--- src/rsi_pkg.sv ---
package rsi_pkg;

    // Field widths.
    localparam int unsigned CoordW = 32;
    localparam int unsigned DirW   = 16;
    localparam int unsigned RadW   = 31;
    localparam int unsigned DistW  = 31;

    // Internal widths of the datapath.
    localparam int unsigned DiffW  = 33;  // origin minus center
    localparam int unsigned HW     = 35;  // half-linear term in Q16.16
    localparam int unsigned DiscW  = 70;  // discriminant in Q32.32
    localparam int unsigned RootW  = 35;  // square root in Q16.16

    // One square-root cell per result bit.
    localparam int unsigned SqCells = RootW;

    // Near limit 0.001 in Q16.16.
    localparam logic signed [HW+1:0] NearLimit = 37'sd65;
    localparam logic [DistW-1:0]     DistMax   = '1;

    // Register indexes.
    localparam logic [1:0] RegCx  = 2'd0;
    localparam logic [1:0] RegCy  = 2'd1;
    localparam logic [1:0] RegCz  = 2'd2;
    localparam logic [1:0] RegRad = 2'd3;

    typedef struct packed {
        logic signed [CoordW-1:0] cx;
        logic signed [CoordW-1:0] cy;
        logic signed [CoordW-1:0] cz;
        logic [RadW-1:0]          rad;
    } t_sph_cfg;

    // Data handed from cell to cell.
    typedef struct packed {
        logic                 valid;
        logic                 neg;
        logic signed [HW-1:0] h16;
        logic [DiscW-1:0]     rem;
        logic [RootW-1:0]     root;
    } t_sq;

endpackage

--- src/rsi_sqrt_cell.sv ---
module rsi_sqrt_cell (
    input  logic          i_clk,
    input  logic          i_rst_n,
    input  logic          i_en,
    input  logic [5:0]    i_idx,
    input  rsi_pkg::t_sq  i_d,
    output rsi_pkg::t_sq  o_d
);
    import rsi_pkg::*;

    logic [DiscW:0] w_trial;
    logic           w_take;

    // Growth of the square when bit idx is set: 2*root*2^idx + 4^idx.
    assign w_trial = ((DiscW+1)'(i_d.root) << (7'(i_idx) + 7'd1))
                   + ((DiscW+1)'(1) << {i_idx, 1'b0});
    assign w_take  = {1'b0, i_d.rem} >= w_trial;

    // Valid bit is cleared by reset; the data follows it whenever the chain moves.
    always_ff @(posedge i_clk) begin
        if (!i_rst_n) begin
            o_d.valid <= 1'b0;
        end else if (i_en) begin
            o_d.valid <= i_d.valid;
            o_d.neg   <= i_d.neg;
            o_d.h16   <= i_d.h16;
            if (w_take) begin
                o_d.rem  <= i_d.rem - w_trial[DiscW-1:0];
                o_d.root <= i_d.root | (RootW'(1) << i_idx);
            end else begin
                o_d.rem  <= i_d.rem;
                o_d.root <= i_d.root;
            end
        end
    end

endmodule

--- config.mk ---
export PLATFORM = sky130hd
export DESIGN_NAME = rsi_sqrt_cell
export DESIGN_NICKNAME = d
export VERILOG_FILES = /design/src/rsi_pkg.sv /design/src/rsi_sqrt_cell.sv
export SDC_FILE = /design/constraint.sdc
export NUM_CORES = 1
export LEC_CHECK = 0
export BUFFER_PORTS_ARGS = -buffer_cell sky130_fd_sc_hd__buf_2
export CAP_MARGIN = 10
export CORE_ASPECT_RATIO = 1.25
export CORE_MARGIN = 10
export CORE_UTILIZATION = 45
export CTS_BUF_LIST = sky130_fd_sc_hd__clkbuf_2 sky130_fd_sc_hd__clkbuf_4 sky130_fd_sc_hd__clkbuf_8
export DETAILED_ROUTE_END_ITERATION = 10
export PLACE_DENSITY = 0.7
export SLEW_MARGIN = 20
export SYNTH_ARGS = -nofsm -noshare
export SYNTH_HDL_FRONTEND = slang
export SYNTH_SLANG_ARGS = --single-unit
--- constraint.sdc ---
create_clock -name i_clk -period 26.1 [get_ports i_clk]
set_clock_uncertainty 0.05 [all_clocks]
set_input_delay 5.22 -clock i_clk [delete_from_list [all_inputs] [get_ports i_clk]]
set_output_delay 5.22 -clock i_clk [all_outputs]
set_load 0.05 [all_outputs]
==> reports/summary.txt <==
Hold path startpoint = o_d[141]$_SDFFE_PN0P_
Grt ovf = 0
F_max = 60.2 MHz
First-pass GRT wire length = 88400 um
All-Layer GR Usage = 25.7%
WHS = 0.475 ns
Crit-path max FO = 65
Initial antenna violation count = 1
Area leader, netlist = edfxtp_1
Max-slew violations = 0
Fill count = 3348
Post-synth EDFFs = 141
CTS tree = done
End of the worst hold path = o_d[141]$_SDFFE_PN0P_
Final HPWL DP = 47000 um
Die Y-Extent = 233 um
Port Buffer Count = 292
Setup violations, final = 0
Initial Util = 45.8%
# hold bufs at CTS = 0
Biggest regs = o_d (142)
PnR worst setup slack = 9.50 ns
Remaining antenna violation count = 0
Setup Crit Path Kind = in2reg
DR pass1 iterations = 6
Outcome = complete, no violations
Max_slew headroom = 27.5%
Clock buffer depth = 2
Resize count post-CTS = 0
Clock Tree Root = clkbuf_8
Crit start category = input pin
Asr flop ratio synth = 0%
R2r setup slk = 25.47 ns
RSZ-0062 raised after global routing = false
Reg2reg start = o_d[141]$_SDFFE_PN0P_
Post-Syn Nets = 2037
Cell mode on critical path = a21oi_1
Hold Path Class = reg2reg
Synth top area share = 25.9%
Num CTS Buffers = 17
Post-synthesis cell type count = 104
Critical path arrival = 16.82 ns
Die span in x = 190 um
Avg Cell Area, Syn = 9.21 sq um
Critical path's largest stage delay = 0.75 ns
Clock Pin Slew Worst Setup and Hold Paths = 0.08 ns
CP required = 26.32 ns
R2r worst-path depth = 2
Synth warn = 0
Final Power = 1050 uW
Cell area power density = 57.3 nW/um^2
Share of layout cells above drive strength 1 = 24.9%
Most flops, register = o_d
Post-synthesis cell area = 16300 sq um
Drt initial violations = 1525
Routability cong. = 1.03
Clock latency on the worst-skew pair = 0.53 ns
Area delta synth->final = 12.8%
VDD IR max = 0.0442 mV
R2r endpoint = o_d[141]$_SDFFE_PN0P_
Max-cap check violation count = 0
Ys flop type = edfxtp_1
Synth top area cells = edfxtp_1 26%, ha_1 8.7%, mux4_2 5.5%
Setup TNS Final = 0 ns
Number of global-route vias before repair = 15206
Vias = 15455
CORE AREA = 35600 sq um
Worst hold stages = 2
DRC = 0
Final WL = 58700 um
CP Capture Type = register
Via density = 6.20
Largest net degree at the start of global routing = 74
Number of flip-flops in the largest register = 142
Ports = 293
Cells after Synth = 1772
Minimum clock period = 16.60 ns
Post-DR wirelength/cell = 23.6 um
Synth Register Bits = 142
Final Cycle Share = 63.6%
Row cnt = 77
Die Footprint = 44300 sq um
Setup WS pre-CTS = 9.10 ns
Post-CTS Repair Setup Buffers = 0
H-Tree Depth = 4
Final nets = 2269
Worst-margin pin slew = 1.09 ns
Leakage = 0.00765 uW
Critical path's slowest cell = a2111oi_1
Final Hold Fails = 0
CTS Sinks = 142
Sequential share of the synthesized area = 26.1%
[synthesized netlist by cell type, drive strengths merged (5+ instances only)]
cell type  count
o21bai        20
o21ai         94
nand4         28
inv           45
mux2i         62
nor2b         28
and3          23
o311ai         6
a22o           6
a221oi         5
buf           48
or2            7
mux4          40
a31o           6
a41o           5
nand4b         6
clkbuf        44
edfxtp       141
nand3         36
a22oi          7
a21oi        143
nor3          31
ha           113
and4           7
xor2          49
xnor2         85
a2111oi        6
a31oi         26
a311oi         6
o211ai        14
o21a          13
a211o          6
o31a           5
o22ai         14
a21o          90
nor2         127
o31ai          8
mux2          87
a21boi         7
and2          39
nand2b        13
a211oi        13
nand2        151
[area by class of cell]
class                      count  area (sq um)  area share, %
clock inverter                13           139          0.754
tap                          474           593           3.22
timing repair buffer         305          1560           8.47
sequential                   142          4250           23.1
multi-input combinational   1492         11400           62.1
inverter                      46           173          0.938
clock buffer                  19           249           1.35
antenna                        1          2.50         0.0136
[placed cells by master, fill, tap and decap left out, types with 12 or more instances in the layout]
cell      instances
buf_2           292
nand2_1         150
a21oi_1         142
edfxtp_1        141
nor2_1          127
ha_1            112
a21o_1           90
o21ai_0          86
xnor2_1          82
mux2_2           66
mux2i_1          60
xor2_1           48
inv_1            45
mux4_2           40
and2_1           37
nand3_1          35
nor3_1           29
nor2b_1          28
nand4_1          27
a31oi_1          26
and3_1           22
mux2_4           21
o21bai_1         19
clkbuf_8         17
o22ai_1          14
o21a_1           13
o211ai_1         13
nand2b_1         13
buf_4            13
a211oi_1         12
[per-layer routing]
metal	vias up	global-route usage, %	part of all wire, %
met2	664	42.9	48
met4	0	12.3	4.4
met3	135	5.21	7.2
met5	-	0	0
met1	7430	31.0	41
li1	7226	-	-
[report_power, final]
group	total, uW	switching (uW)	internal (uW)	leakage (uW)
Clock	181	94.3	86.6	0.000189
Combinational	586	370	216	0.00613
Sequential	288	4.76	283	0.00133
[kinds of logic (layout without fill, tap and decap cells)]
kind of cell               after synthesis  in the layout  synth area share, %
DFF                                    142            142                 26.1
muxes                                  189            189                 15.8
buffers and inverters                  138            383                 4.10
adders and majority gates              114            114                 8.78
other                                    0              1                    0
AOI/OAI and AO/OA                      541            541                 22.2
and+or+nand+nor                        514            514                 15.6
xor gates and xnor gates               134            134                 7.40
[critical path, delay by kind of cell]
| kind | cells | cell delay, ns |
|---|---|---|
| muxes | 1 | 0.42 |
| adders and majority gates | 4 | 1.46 |
| and+or+nand+nor | 8 | 1.24 |
| buffers and inverters | 6 | 2.93 |
| AOI/OAI and AO/OA | 14 | 5.31 |
| xor gates and xnor gates | 1 | 0.13 |
[stage by stage]
| stage | util, % | cell area, sq um | instances |
|---|---|---|---|
| finish | 51.6 | 18400 | 2492 |
| global route | 51.6 | 18400 | 2492 |
| CTS | 51.6 | 18400 | 2491 |
| detailed placement | 50.6 | 18000 | 2459 |
| global placement | 50.5 | 18000 | 2459 |
| floorplan | - | 16300 | 1772 |
[worst max-delay path by stage]
stage	startpoint	to	slack [ns]	cells past startpoint
after global placement	i_idx[0]	o_d[54]$_DFFE_PP_	9.28	34
after detailed placement	i_idx[0]	o_d[60]$_DFFE_PP_	9.10	34
after global routing	i_idx[0]	o_d[57]$_DFFE_PP_	8.51	34
final	i_idx[0]	o_d[57]$_DFFE_PP_	9.50	34
after floorplan	i_idx[0]	o_d[100]$_DFFE_PP_	11.53	43
after CTS	i_idx[0]	o_d[57]$_DFFE_PP_	9.62	34
No activity file was read; power rests on OpenSTA's default activity.
